`src/design/rgbci_pkg.sv`:
```
// Shared types, constants and the cosine weight builder for the RGB color interpolator.
`timescale 1ns / 1ps

package rgbci_pkg;

    // Channel and blend format
    localparam int FRACTION_BITS = 16;
    localparam int CH_W          = 17;
    localparam int MODE_W        = 3;
    localparam int NUM_CH        = 3;
    localparam int COSINE_TABLE_ENTRIES = 256;
    localparam int ACC_W         = 2 * CH_W;

    localparam logic [CH_W-1:0] ONE = CH_W'(1 << FRACTION_BITS);

    // Mode codes
    localparam logic [MODE_W-1:0] MODE_LOAD   = 3'd0;
    localparam logic [MODE_W-1:0] MODE_LINEAR = 3'd1;
    localparam logic [MODE_W-1:0] MODE_COSINE = 3'd2;
    localparam logic [MODE_W-1:0] MODE_SMOOTH = 3'd3;
    localparam logic [MODE_W-1:0] MODE_BEZIER = 3'd4;

    // Multiply-accumulate term indexes
    localparam logic [1:0] TERM_START   = 2'd0;
    localparam logic [1:0] TERM_CONTROL = 2'd1;
    localparam logic [1:0] TERM_END     = 2'd2;
    localparam logic [1:0] TERMS_MOVE   = 2'd1;
    localparam logic [1:0] TERMS_BEZIER = 2'd3;

    // pi/2 in Q30 and the rounding shift for sin^2
    localparam logic [63:0] HALF_PI_Q30 = 64'd1686629713;
    localparam int          SQ_SHIFT    = 60 - FRACTION_BITS;

    // What one item does to the color
    typedef enum logic [1:0] {
        KIND_HOLD,
        KIND_LOAD,
        KIND_MOVE,
        KIND_BEZIER
    } kind_t;

    typedef enum logic [2:0] {
        ST_IDLE,
        ST_WEIGHT_A,
        ST_WEIGHT_B,
        ST_MAC,
        ST_COMMIT
    } state_t;

    // Controller to datapath
    typedef struct packed {
        logic       capture;
        logic       weight_a;
        logic       weight_b;
        logic       mac_issue;
        logic       mac_acc;
        logic       mac_first;
        logic [1:0] mac_term;
        logic       commit;
        kind_t      kind;
    } cmd_t;

    // Datapath to controller
    typedef struct packed {
        kind_t kind;
    } stat_t;

    // sin^2 of a Q30 angle as a Q16 weight; elaboration only
    function automatic logic [CH_W-1:0] cos_weight_of_angle(input logic [63:0] a);
        logic [63:0]        a2;
        logic [63:0]        term;
        logic [63:0]        s;
        logic [63:0]        w;
        logic signed [63:0] sum;
        int unsigned        n;
        a2   = (a * a) >> 30;
        term = a;
        sum  = signed'(a);
        for (n = 1; n <= 10; n++)
        begin
            term = ((term * a2) >> 30) / 64'((2 * n) * (2 * n + 1));
            if (n[0])
                sum = sum - signed'(term);
            else
                sum = sum + signed'(term);
        end
        if (sum < 0)
            s = 64'd0;
        else
            s = unsigned'(sum);
        if (s > (64'd1 << 30))
            s = 64'd1 << 30;
        w = (s * s + (64'd1 << (SQ_SHIFT - 1))) >> SQ_SHIFT;
        if (w > 64'(ONE))
            w = 64'(ONE);
        return w[CH_W-1:0];
    endfunction

endpackage

```
`src/design/rgbci_ctrl.sv`:
```
// Sequencing controller for the RGB color interpolator.
`timescale 1ns / 1ps

module rgbci_ctrl
(
    input  logic              clk,
    input  logic              rst_n,
    input  logic              in_valid,
    output logic              in_ready,
    output logic              out_valid,
    input  logic              out_ready,
    input  rgbci_pkg::stat_t  stat,
    output rgbci_pkg::cmd_t   cmd
);

    rgbci_pkg::state_t state_reg, state_next;
    rgbci_pkg::kind_t  kind_reg, kind_next;
    logic [1:0]        term_reg, term_next;
    logic              out_valid_reg, out_valid_next;
    logic [1:0]        terms;
    logic              slot_free;

    assign terms     = (kind_reg == rgbci_pkg::KIND_BEZIER) ? rgbci_pkg::TERMS_BEZIER
                                                            : rgbci_pkg::TERMS_MOVE;
    assign slot_free = !out_valid_reg || out_ready;

    // Next state
    always_comb
    begin
        state_next = state_reg;
        kind_next  = kind_reg;
        term_next  = term_reg;
        case (state_reg)
            rgbci_pkg::ST_IDLE:
            begin
                if (in_valid)
                begin
                    kind_next = stat.kind;
                    if (stat.kind == rgbci_pkg::KIND_HOLD || stat.kind == rgbci_pkg::KIND_LOAD)
                        state_next = rgbci_pkg::ST_COMMIT;
                    else
                        state_next = rgbci_pkg::ST_WEIGHT_A;
                end
            end
            rgbci_pkg::ST_WEIGHT_A:
            begin
                state_next = rgbci_pkg::ST_WEIGHT_B;
            end
            rgbci_pkg::ST_WEIGHT_B:
            begin
                state_next = rgbci_pkg::ST_MAC;
                term_next  = rgbci_pkg::TERM_START;
            end
            rgbci_pkg::ST_MAC:
            begin
                term_next = term_reg + 2'd1;
                if (term_reg == terms)
                    state_next = rgbci_pkg::ST_COMMIT;
            end
            rgbci_pkg::ST_COMMIT:
            begin
                if (slot_free)
                    state_next = rgbci_pkg::ST_IDLE;
            end
            default:
            begin
                state_next = rgbci_pkg::ST_IDLE;
            end
        endcase
    end

    // Commands
    always_comb
    begin
        cmd           = '0;
        cmd.kind      = kind_reg;
        cmd.mac_term  = term_reg;
        in_ready      = 1'b0;
        case (state_reg)
            rgbci_pkg::ST_IDLE:
            begin
                in_ready    = 1'b1;
                cmd.capture = in_valid;
            end
            rgbci_pkg::ST_WEIGHT_A:
            begin
                cmd.weight_a = 1'b1;
            end
            rgbci_pkg::ST_WEIGHT_B:
            begin
                cmd.weight_b = 1'b1;
            end
            rgbci_pkg::ST_MAC:
            begin
                cmd.mac_issue = (term_reg < terms);
                cmd.mac_acc   = (term_reg != rgbci_pkg::TERM_START);
                cmd.mac_first = (term_reg == rgbci_pkg::TERM_CONTROL);
            end
            rgbci_pkg::ST_COMMIT:
            begin
                cmd.commit = slot_free;
            end
            default:
            begin
                cmd = '0;
            end
        endcase
    end

    // Output slot: set on commit, cleared when the item is taken
    always_comb
    begin
        if (cmd.commit)
            out_valid_next = 1'b1;
        else if (out_ready)
            out_valid_next = 1'b0;
        else
            out_valid_next = out_valid_reg;
    end

    assign out_valid = out_valid_reg;

    always_ff @(posedge clk or negedge rst_n)
    begin
        if (!rst_n)
        begin
            state_reg     <= rgbci_pkg::ST_IDLE;
            kind_reg      <= rgbci_pkg::KIND_HOLD;
            term_reg      <= rgbci_pkg::TERM_START;
            out_valid_reg <= 1'b0;
        end
        else
        begin
            state_reg     <= state_next;
            kind_reg      <= kind_next;
            term_reg      <= term_next;
            out_valid_reg <= out_valid_next;
        end
    end

    // Checks
    a_commit_shows: assert property (@(posedge clk) disable iff (!rst_n)
        cmd.commit |=> out_valid_reg)
        else $error("committed color not presented");

    a_term_bound: assert property (@(posedge clk) disable iff (!rst_n)
        (state_reg == rgbci_pkg::ST_MAC) |-> (term_reg <= terms))
        else $error("mac term past last");

    a_first_after_issue: assert property (@(posedge clk) disable iff (!rst_n)
        (cmd.mac_acc && cmd.mac_first) |-> $past(cmd.mac_issue))
        else $error("accumulate without product");

    a_stall_holds: assert property (@(posedge clk) disable iff (!rst_n)
        (state_reg == rgbci_pkg::ST_COMMIT && out_valid_reg && !out_ready)
            |=> (state_reg == rgbci_pkg::ST_COMMIT))
        else $error("commit left while output stalled");

endmodule

```
`config.mk`:
```
export PLATFORM = sky130hd
export DESIGN_NAME = rgbci_ctrl
export DESIGN_NICKNAME = d
export VERILOG_FILES = /design/src/design/rgbci_pkg.sv /design/src/design/rgbci_ctrl.sv
export SDC_FILE = /design/constraint.sdc
export NUM_CORES = 1
export LEC_CHECK = 0
export ABC_AREA = 1
export BUFFER_PORTS_ARGS = -buffer_cell sky130_fd_sc_hd__buf_2
export CAP_MARGIN = 20
export CORE_AREA = 2 2 39 41
export DETAILED_ROUTE_END_ITERATION = 6
export DIE_AREA = 0 0 41 43
export PLACE_DENSITY = 0.66
export SYNTH_ARGS = -nofsm -noshare
export SYNTH_HDL_FRONTEND = slang
export SYNTH_SLANG_ARGS = --single-unit
```
`constraint.sdc`:
```
create_clock -name clk -period 1.3 [get_ports clk]
set_input_delay 0.13 -clock clk [delete_from_list [all_inputs] [get_ports clk]]
set_output_delay 0.13 -clock clk [all_outputs]
set_load 0.05 [all_outputs]
```
==> results.txt, run 1 <==
----------------------------------------------------
[Finish]
  Antenna cell count ... 0
  Post-Layout Inst Area ... 1050 um2
  Layout cells sized above 1 ... 0.670
  Number of flip-flops under the largest register name ... 3
  Number of nets in the final layout ... 119
  Layout overhead on the synthesized area ... 102%

[Floorplanning]
  Placeable core area ... 1380 um2
  Area enclosed by the die boundary ... 1760 um2
  Starting utilization of the core area ... 0.377
  Die height ... 43 um
  Cell Rows ... 14
  I/O pin count ... 19
  Floorplan die width ... 41 um

[Synthesis]
  Yosys warning total ... 0
  Average cell area after synthesis ... 7.56 um2
  Synth top area cells ... sky130_fd_sc_hd__dfrtp_1, sky130_fd_sc_hd__nor2_1, sky130_fd_sc_hd__inv_1, sky130_fd_sc_hd__nand2_1, sky130_fd_sc_hd__ha_1
  Fraction of registers with async set/reset ... 1.00
  XOR/XNOR Fraction of Synth Area ... 0
  Number of enable-type register cells in the synthesized netlist ... 0
  Register area share after synthesis ... 0.384
  Most used standard cells in the synthesized netlist ... sky130_fd_sc_hd__nor2_1, sky130_fd_sc_hd__inv_1, sky130_fd_sc_hd__nand2_1, sky130_fd_sc_hd__dfrtp_1, sky130_fd_sc_hd__o21ai_0
  Number of library cell types mapped by synthesis ... 16
  Post-Synth Adder-Cell Area ... 0.0719
  Synth Net Count ... 78
  Compound-gate portion of the synthesized area ... 0.0983
  Share of synthesized cell area in and, or, nand and nor gates ... 0.338
  Primary flip-flop cell chosen by synthesis mapping ... sky130_fd_sc_hd__dfrtp_1
  Library cell with the largest summed area after synthesis ... sky130_fd_sc_hd__dfrtp_1
  Dominant cell by count in the synthesized netlist ... sky130_fd_sc_hd__nor2_1
  FF+latch count, synth ... 8
  Post-synthesis mux area share ... 0
  Dominant combinational cell family by area after synthesis ... simple AND/OR/NAND/NOR gates
  Top cell type's share of synthesized area ... 0.384
  Mapped Area ... 522 um2
  Synthesized netlist cell count ... 69

[Worst hold path]
  Class of the worst hold path ... in2reg

[STA]
  Final worst path period share ... 1.13
  Number of hold violations in the final report ... 0
  Final-report max-slew violation count ... 0
  Max-slew headroom ... 0.819
  Time the worst path needs with I/O delays and setup ... 1480 ps
  Slew at the pin with the worst max-slew slack ... 270 ps
  Worst clock skew ... 13.5 ps
  Setup WS post-layout ... -175 ps
  Highest Clock Rate ... 678 MHz
  Setup TNS ... -1430 ps
  Unrepaired setup endpoints after global routing ... yes
  Final count of negative-setup-slack endpoints ... 12

[Route]
  DRC viols ... 0
  Routed WL ... 1740 um
  Detailed Routing Iterations Pass 1 ... 4
  Average routed wire per standard cell ... 13.9 um
  Number of vias in the routed layout ... 630
  Vias/cell ... 5.04
  Count of nets left with antenna violations after detail routing ... 0
  DRT iter0 DRCs ... 18

[CTS]
  Clock network latency to the later pin of the worst-skew pair ... 270 ps
  Bufs on Longest Clock Path ... 2
  Clk slew on worst S/H paths ... 70 ps
  Cell chosen for the clock root ... sky130_fd_sc_hd__clkbuf_4
  Total CTS buffers ... 3
  Number of H-tree levels ... 1
  Clk sink count ... 8
  CTS tree ... yes

[Critical path]
  Sort of element at the end of the critical path ... output port
  Critical path arrival ... 1350 ps
  Classification of the worst setup path ... reg2out
  Category of the worst setup path launch point ... flip-flop
  Required time worst endpoint ... 1170 ps
  Highest net fanout along the worst path ... 3

[Status]
  Result of the run ... finished, violations left
  Failing checks ... negative setup slack

[Place]
  Placed cell areas ... 713 um2
  Placed wire-length estimate after detailed placement ... 916 um
  Count of input and output buffers ... 18
  Weighted congestion reported at the end of routability-driven placement ... 0.840

[GRT]
  Total global-route track usage ... 0.204
  Antenna violations before repair ... 0
  First-pass GRT wire length ... 2310 um
  Via count of the first global-routing pass ... 547
  Pin count of the biggest net entering global routing ... 9
  Global route total overflow ... 0

[Run]
  Number of violations of the max-capacitance limit ... 0

----------------------------------------------------
[cell usage in the layout, fill, tap and decap left out, drive strengths merged]
cell type and n:
a21oi 1, buf 36, o21ai 6, nand2 15, nand4 1, dlygate4sd3 1
inv 11, nand3 3, clkbuf 4, dfrtp 8, ha 3, clkinv 2
nor2 17, o221ai 1
[timing repair]
item	CTS	global route
gates resized for setup	44	18
pin swaps	8	12
setup endpoints to repair	12	14
hold buffers	1	0
setup buffers	9	5
endpoints found under the hold margin	8	0
gates cloned	0	0
[critical path: stages (launching register included)]
cell,delay [ps]
sky130_fd_sc_hd__dfrtp_1,440
sky130_fd_sc_hd__buf_6,150
sky130_fd_sc_hd__nor2_4,150
sky130_fd_sc_hd__nand2_2,100
sky130_fd_sc_hd__nor2_4,100
sky130_fd_sc_hd__buf_8,150
[layer usage]
metal	GRT usage	wire length (um)	vias up
li1	-	-	292
met1	0.235	593	299
met2	0.341	999	30
met3	0.0471	91	9
met4	0.0800	53	0
met5	0	0	-
[final timing paths]
| path | from | to | slack (ps) | depth (start not counted) |
|---|---|---|---|---|
| max | state_reg[1] | cmd[2] | -180 | 5 |
| max in group asynchronous | rst_n | state_reg[0] | 860 | 2 |
| max reg2reg | state_reg[1] | state_reg[0] | -10 | 7 |
| min | stat[0] | kind_reg[0] | 80 | 3 |
| min in group asynchronous | rst_n | out_valid | 250 | 2 |
| min reg2reg | out_valid | out_valid | 610 | 2 |
[stage by stage]
step,instances,util,worst slack (ps),hold WS (ps)
floorplan,69,-,-212,-166
detailed placement,107,0.515,10.2,-18.3
global route,125,0.762,-219,89.3
finish,125,0.762,-175,79.8
global placement,107,0.515,35.9,-18.3
CTS,121,0.688,-160,83.6
[area by class of cell]
type / count / area [um2]
Clock buffer: 4 / 26.3
Fill cell: 95 / 329
Sequential cell: 8 / 201
Inverter: 13 / 61.3
Timing Repair Buffer: 37 / 348
Tap cell: 16 / 20.0
Multi-Input combinational cell: 47 / 398
[kinds of logic (layout without fill, tap and decap cells)]
logic type | count (synthesis) | in the layout
simple gates | 36 | 36
buf+inv | 14 | 54
compound gates | 8 | 8
flops | 8 | 8
fa+ha+maj | 3 | 3
Power of run 1 is left out: the tool's default activity adds up to more than one toggle a clock period on the data nets, which glitch-free logic cannot reach.
==> run 2: changes to the inputs <==
- BUFFER_PORTS_ARGS: -buffer_cell sky130_fd_sc_hd__buf_2 -> not set
- DONT_BUFFER_PORTS: not set -> 1
- PLACE_DENSITY: 0.66 -> not set
==> run 2 against run 1 <==
  * The run still ends with negative setup slack left
  * Utilization fell by 1.4 points
  * Non-clock buffer count down 6
  * Via count decreased by 11%
  * First-iteration DRC count shrank 61%
  * Final area shrank 1.8%
  * Die area is the same
  * Worst hold slack gained 14 ps
  * Critical path depth is 1 higher
  * Routed wire length fell by 19%
  * Cell count is 4.8% lower
  * Global-route usage shrank 2.7 points
  * Critical path type unchanged
  * Critical endpoint is now cmd[7]
==> results.txt, run 2 (synthesis gave the netlist of run 1 again) <==
----------------------------------------------------
[Floorplanning]
  Floorplan die width ... 41 um
  Die height ... 43 um
  I/O pin count ... 19
  Placeable core area ... 1380 um2
  Starting utilization of the core area ... 0.377
  Area enclosed by the die boundary ... 1760 um2
  Cell Rows ... 14

[CTS]
  Number of H-tree levels ... 1
  Cell chosen for the clock root ... sky130_fd_sc_hd__clkbuf_4
  CTS tree ... yes
  Total CTS buffers ... 3
  Bufs on Longest Clock Path ... 2
  Clock network latency to the later pin of the worst-skew pair ... 260 ps
  Clk sink count ... 8
  Clk slew on worst S/H paths ... 60 ps

[Route]
  Average routed wire per standard cell ... 11.8 um
  Detailed Routing Iterations Pass 1 ... 3
  Number of vias in the routed layout ... 559
  Routed WL ... 1400 um
  Count of nets left with antenna violations after detail routing ... 0
  Met3 wire len ... 33 um
  Vias/cell ... 4.70
  DRT iter0 DRCs ... 7
  DRC viols ... 0
  Length of routed wiring on met1 ... 576 um
  Total met2 wirelength after detailed routing ... 776 um
  Top metal layer carrying routed signals ... met4

[Run]
  Number of violations of the max-capacitance limit ... 0

[Critical path]
  Sort of element at the end of the critical path ... output port
  Critical path arrival ... 1310 ps
  Buf/Inv on CP ... 1
  Classification of the worst setup path ... reg2out
  Start point of the critical path ... kind_reg[0]
  Highest net fanout along the worst path ... 2
  Most used cell along the critical path ... sky130_fd_sc_hd__nand2_4
  Category of the worst setup path launch point ... flip-flop
  Crit-path leading delay family ... flip-flops
  Worst reg2reg startpoint ... kind_reg[0]
  Slack of the worst reg-to-reg path ... 100 ps
  Standard cell with the maximum stage delay on the critical path ... sky130_fd_sc_hd__dfrtp_1
  Critical-path cell list ... nand2_2, ha_4, nand2_4, nand2_4, nor2_4, buf_12
  Required time worst endpoint ... 1170 ps
  CP max stage delay ... 390 ps

[STA]
  Unrepaired setup endpoints after global routing ... yes
  Max-slew headroom ... 0.755
  Slew at the pin with the worst max-slew slack ... 366 ps
  Setup WS post-layout ... -144 ps
  Final count of negative-setup-slack endpoints ... 11
  Number of hold violations in the final report ... 0
  Worst clock skew ... 1.26 ps
  Final-report max-slew violation count ... 0
  Time the worst path needs with I/O delays and setup ... 1440 ps
  Setup TNS ... -628 ps
  Final worst path period share ... 1.11
  Highest Clock Rate ... 692 MHz

[GRT]
  Pin count of the biggest net entering global routing ... 9
  Total global-route track usage ... 0.176
  First-pass GRT wire length ... 2040 um
  Via count of the first global-routing pass ... 466
  Global route total overflow ... 0
  Antenna violations before repair ... 0

[Status]
  Failing checks ... negative setup slack
  Result of the run ... finished, violations left

[Finish]
  Number of nets in the final layout ... 113
  Layout cells sized above 1 ... 0.631
  Layout overhead on the synthesized area ... 98.6%
  Antenna cell count ... 0
  Number of flip-flops under the largest register name ... 3
  Fill cell count ... 88
  Final core area utilization ... 0.749
  Leading cell types in the layout, fill and taps excluded ... sky130_fd_sc_hd__buf_4, sky130_fd_sc_hd__nor2_4, sky130_fd_sc_hd__inv_1
  Commonest non-fill, non-tap cell in the layout ... sky130_fd_sc_hd__buf_4

[Place]
  Weighted congestion reported at the end of routability-driven placement ... 0.879
  Placed wire-length estimate after detailed placement ... 889 um
  Count of input and output buffers ... 0

[Worst hold path]
  Origin of the worst min-delay path ... stat[1]
  Class of the worst hold path ... in2reg

----------------------------------------------------
==> run 2: cell types whose count changed in the layout (fill, tap and decap cells not counted), moves of 3 or more <==
cell                            delta
sky130_fd_sc_hd__nor2_4            -4
sky130_fd_sc_hd__buf_12            +6
sky130_fd_sc_hd__buf_8             -5
sky130_fd_sc_hd__buf_6             -5
sky130_fd_sc_hd__nor2_2            +4
sky130_fd_sc_hd__buf_2             -6
sky130_fd_sc_hd__dlygate4sd3_1     +3
==> run 2: area by class of cell <==
cell class	instances	area, um2	area share
Sequential cell	8	204	0.197
Clock buffer	4	26.3	0.0254
Timing Repair Buffer	31	344	0.332
Tap cell	16	20.0	0.0193
Multi-Input combinational cell	47	378	0.365
Inverter	13	63.8	0.0616
==> run 2: worst paths after layout <==
| path | end | depth (start not counted) |
|---|---|---|
| min in group asynchronous | out_valid | 1 |
| worst max-delay path | cmd[7] | 6 |
| worst max register to register | state_reg[2] | 7 |
| worst min register to register | out_valid | 2 |
| worst min-delay path | state_reg[2] | 3 |
| max in group asynchronous | state_reg[0] | 1 |
==> run 2: timing repair <==
item,4_1_cts,5_1_grt
hold buffers,4,0
gates cloned,0,0
hold endpoints to repair,11,0
setup endpoints to repair,11,12
gates resized for setup,19,13
pin swaps,7,10
setup buffers,8,4
==> run 2: routing by layer <==
layer,global-route usage,vias up
met5,0,-
met4,0.100,0
met3,0.0314,2
met1,0.212,261
met2,0.278,11
li1,-,285
==> run 2: worst min-delay path, cell delays in order <==
cell                      delay, ps
sky130_fd_sc_hd__o21ai_0         60
sky130_fd_sc_hd__nand3_1         70
sky130_fd_sc_hd__a21oi_1         60
==> run 2: through the flow <==
stage / worst slack [ps] / instance area, um2 / hold WS, ps / std cells
global route: -183 / 1040 / 97.3 / 119
detailed placement: 37.9 / 773 / -165 / 99
finish: -144 / 1040 / 93.4 / 119
floorplan: -212 / 573 / -166 / 69
global placement: 40.7 / 773 / -165 / 99
CTS: -196 / 957 / 92.9 / 115
Power of run 2 is left out for the same reason.
==> run 3: changes to the inputs <==
--- a/config.mk
+++ b/config.mk
@@ -13,2 +13,3 @@
 export DONT_BUFFER_PORTS = 1
+export PLACE_DENSITY_LB_ADDON = 0.05
 export SYNTH_ARGS = -nofsm -noshare
==> constraint.sdc (replaced) <==
create_clock -name clk -period 1.4 [get_ports clk]
set_input_delay 0.21 -clock clk [delete_from_list [all_inputs] [get_ports clk]]
set_output_delay 0.21 -clock clk [all_outputs]
set_load 0.05 [all_outputs]
==> run 3 against run 2 <==
  * The flow still finishes with violations (negative setup slack)
  * Final area shrank 11%
  * Cell count shrank 6.7%
  * Utilization shrank 8.2 points
  * Clock-buffer cell count is the same
  * Flip-flop and latch count is the same
  * Via count shrank 4.3%
  * Global-route usage grew 0.57 points
  * Worst setup slack gained 11 ps
  * Routed wire length shrank 0.71%
==> results.txt, run 3 (synthesis gave the netlist of run 1 again) <==
----------------------------------------------------
[Status]
  Result of the run ... finished, violations left
  Failing checks ... negative setup slack

[Route]
  Detailed Routing Iterations Pass 1 ... 4
  DRC viols ... 0
  Vias/cell ... 4.82
  Routed WL ... 1390 um
  Count of nets left with antenna violations after detail routing ... 0
  Number of vias in the routed layout ... 535
  DRT iter0 DRCs ... 5
  Average routed wire per standard cell ... 12.6 um

[CTS]
  Total CTS buffers ... 3
  Cell chosen for the clock root ... sky130_fd_sc_hd__clkbuf_4
  CTS tree ... yes
  Number of H-tree levels ... 1
  Clk sink count ... 8
  Clock network latency to the later pin of the worst-skew pair ... 270 ps
  Bufs on Longest Clock Path ... 2
  Clk slew on worst S/H paths ... 70 ps

[GRT]
  Antenna violations before repair ... 0
  Met2 Use GR ... 0.256
  Global route total overflow ... 0
  GRT met1 Usage ... 0.224
  Total global-route track usage ... 0.182
  Via count of the first global-routing pass ... 520
  Met3 Usage GRT ... 0.0471
  Busiest grt layer ... met2
  Pin count of the biggest net entering global routing ... 9
  First-pass GRT wire length ... 2120 um

[STA]
  Unrepaired setup endpoints after global routing ... yes
  Highest Clock Rate ... 652 MHz
  Slew at the pin with the worst max-slew slack ... 395 ps
  Final-report max-slew violation count ... 0
  Final worst path period share ... 1.10
  Worst clock skew ... 11.1 ps
  Final count of negative-setup-slack endpoints ... 12
  Number of hold violations in the final report ... 0
  Setup WS post-layout ... -133 ps
  Time the worst path needs with I/O delays and setup ... 1530 ps
  Max-slew headroom ... 0.736
  Smallest hold slack ... 41.4 ps

[Critical path]
  Sort of element at the end of the critical path ... output port
  Highest net fanout along the worst path ... 2
  Category of the worst setup path launch point ... flip-flop
  Classification of the worst setup path ... reg2out
  Critical path depth ... 6
  Most used cell along the critical path ... sky130_fd_sc_hd__nand2_4
  Buf/Inv on CP ... 1
  Depth of the most critical reg-to-reg path ... 7
  Standard cell with the maximum stage delay on the critical path ... sky130_fd_sc_hd__dfrtp_1
  Critical path arrival ... 1320 ps
  CP max stage delay ... 390 ps
  Required time worst endpoint ... 1190 ps
  Crit-path leading delay family ... flip-flops
  Critical-path cell list ... nand2_2, ha_4, nand2_4, nand2_4, nor2_4, buf_12

[Finish]
  Leading cell types in the layout, fill and taps excluded ... sky130_fd_sc_hd__buf_4, sky130_fd_sc_hd__inv_1, sky130_fd_sc_hd__nor2_4, sky130_fd_sc_hd__buf_6, sky130_fd_sc_hd__nand2_1
  Layout overhead on the synthesized area ... 76.7%
  Commonest non-fill, non-tap cell in the layout ... sky130_fd_sc_hd__buf_4
  Antenna cell count ... 0
  Number of flip-flops under the largest register name ... 3
  Post-Layout Inst Area ... 922 um2
  Number of nets in the final layout ... 105
  Fill cell count ... 127
  Layout cells sized above 1 ... 0.621

[Worst hold path]
  Hold path depth ... 1
  Class of the worst hold path ... in2reg

[Floorplanning]
  Floorplan die width ... 41 um
  Area enclosed by the die boundary ... 1760 um2
  Cell Rows ... 14
  I/O pin count ... 19
  Die height ... 43 um
  Starting utilization of the core area ... 0.377
  Placeable core area ... 1380 um2

[Place]
  Weighted congestion reported at the end of routability-driven placement ... 0.741
  Placed wire-length estimate after detailed placement ... 848 um
  Count of input and output buffers ... 0
  Placed cell areas ... 686 um2

[Run]
  Number of violations of the max-capacitance limit ... 0

----------------------------------------------------
[run 3: changes by cell type in the layout (fill, tap and decap cells not counted), moves of 2 or more]
cell,delta
sky130_fd_sc_hd__clkinv_4,+2
sky130_fd_sc_hd__buf_6,+4
sky130_fd_sc_hd__buf_12,-3
sky130_fd_sc_hd__dlygate4sd3_1,-3
sky130_fd_sc_hd__buf_4,-5
[run 3: final timing paths]
| kind | startpoint | endpoint | slack (ps) |
|---|---|---|---|
| setup reg to reg | state_reg[2] | kind_reg[1] | 190 |
| max in group asynchronous | rst_n | term_reg[0] | 790 |
| min in group asynchronous | rst_n | out_valid | 290 |
| hold / removal | out_ready | out_valid | 40 |
| hold reg to reg | out_valid | out_valid | 550 |
| setup / recovery | kind_reg[1] | cmd[7] | -130 |
[run 3: area by class of cell]
class,instances,area [um2],area share
multi-input cells,47,365,0.396
repair buffers,23,246,0.267
well taps,16,20.0,0.0217
inverters,13,58.8,0.0638
clock buffers,4,26.3,0.0285
flip-flops and latches,8,205,0.223
[run 3: timing repair]
item,in CTS,in global routing
hold buffers,1,0
setup endpoints to repair,12,12
buffers inserted,3,6
gates resized for setup,23,17
pin swaps,3,12
hold endpoints to repair,8,0
[run 3: worst reg2reg max path: cells and delay by family, from the launching register on]
kind / cells / cell delay (ps)
compound gates: 1 / 50
buf+inv: 2 / 260
flops: 1 / 480
simple gates: 4 / 310
[run 3: routing by layer]
layer | share of wire | vias up | wire, um
met5 | 0 | - | 0
met4 | 0.040 | 0 | 56
met3 | 0.050 | 6 | 70
met2 | 0.46 | 19 | 640
met1 | 0.45 | 248 | 627
li1 | - | 262 | -
[run 3: per-stage QoR]
stage	util	TNS, ps	std cells	setup WS (ps)
2_1_floorplan	-	-983	69	-214
3_3_place_gp	0.495	0	97	63.4
3_5_place_dp	0.495	0	97	70.2
4_1_cts	0.590	-714	105	-167
5_1_grt	0.666	-1470	111	-186
6_report	0.666	-918	111	-133
Power of run 3 is left out for the same reason.
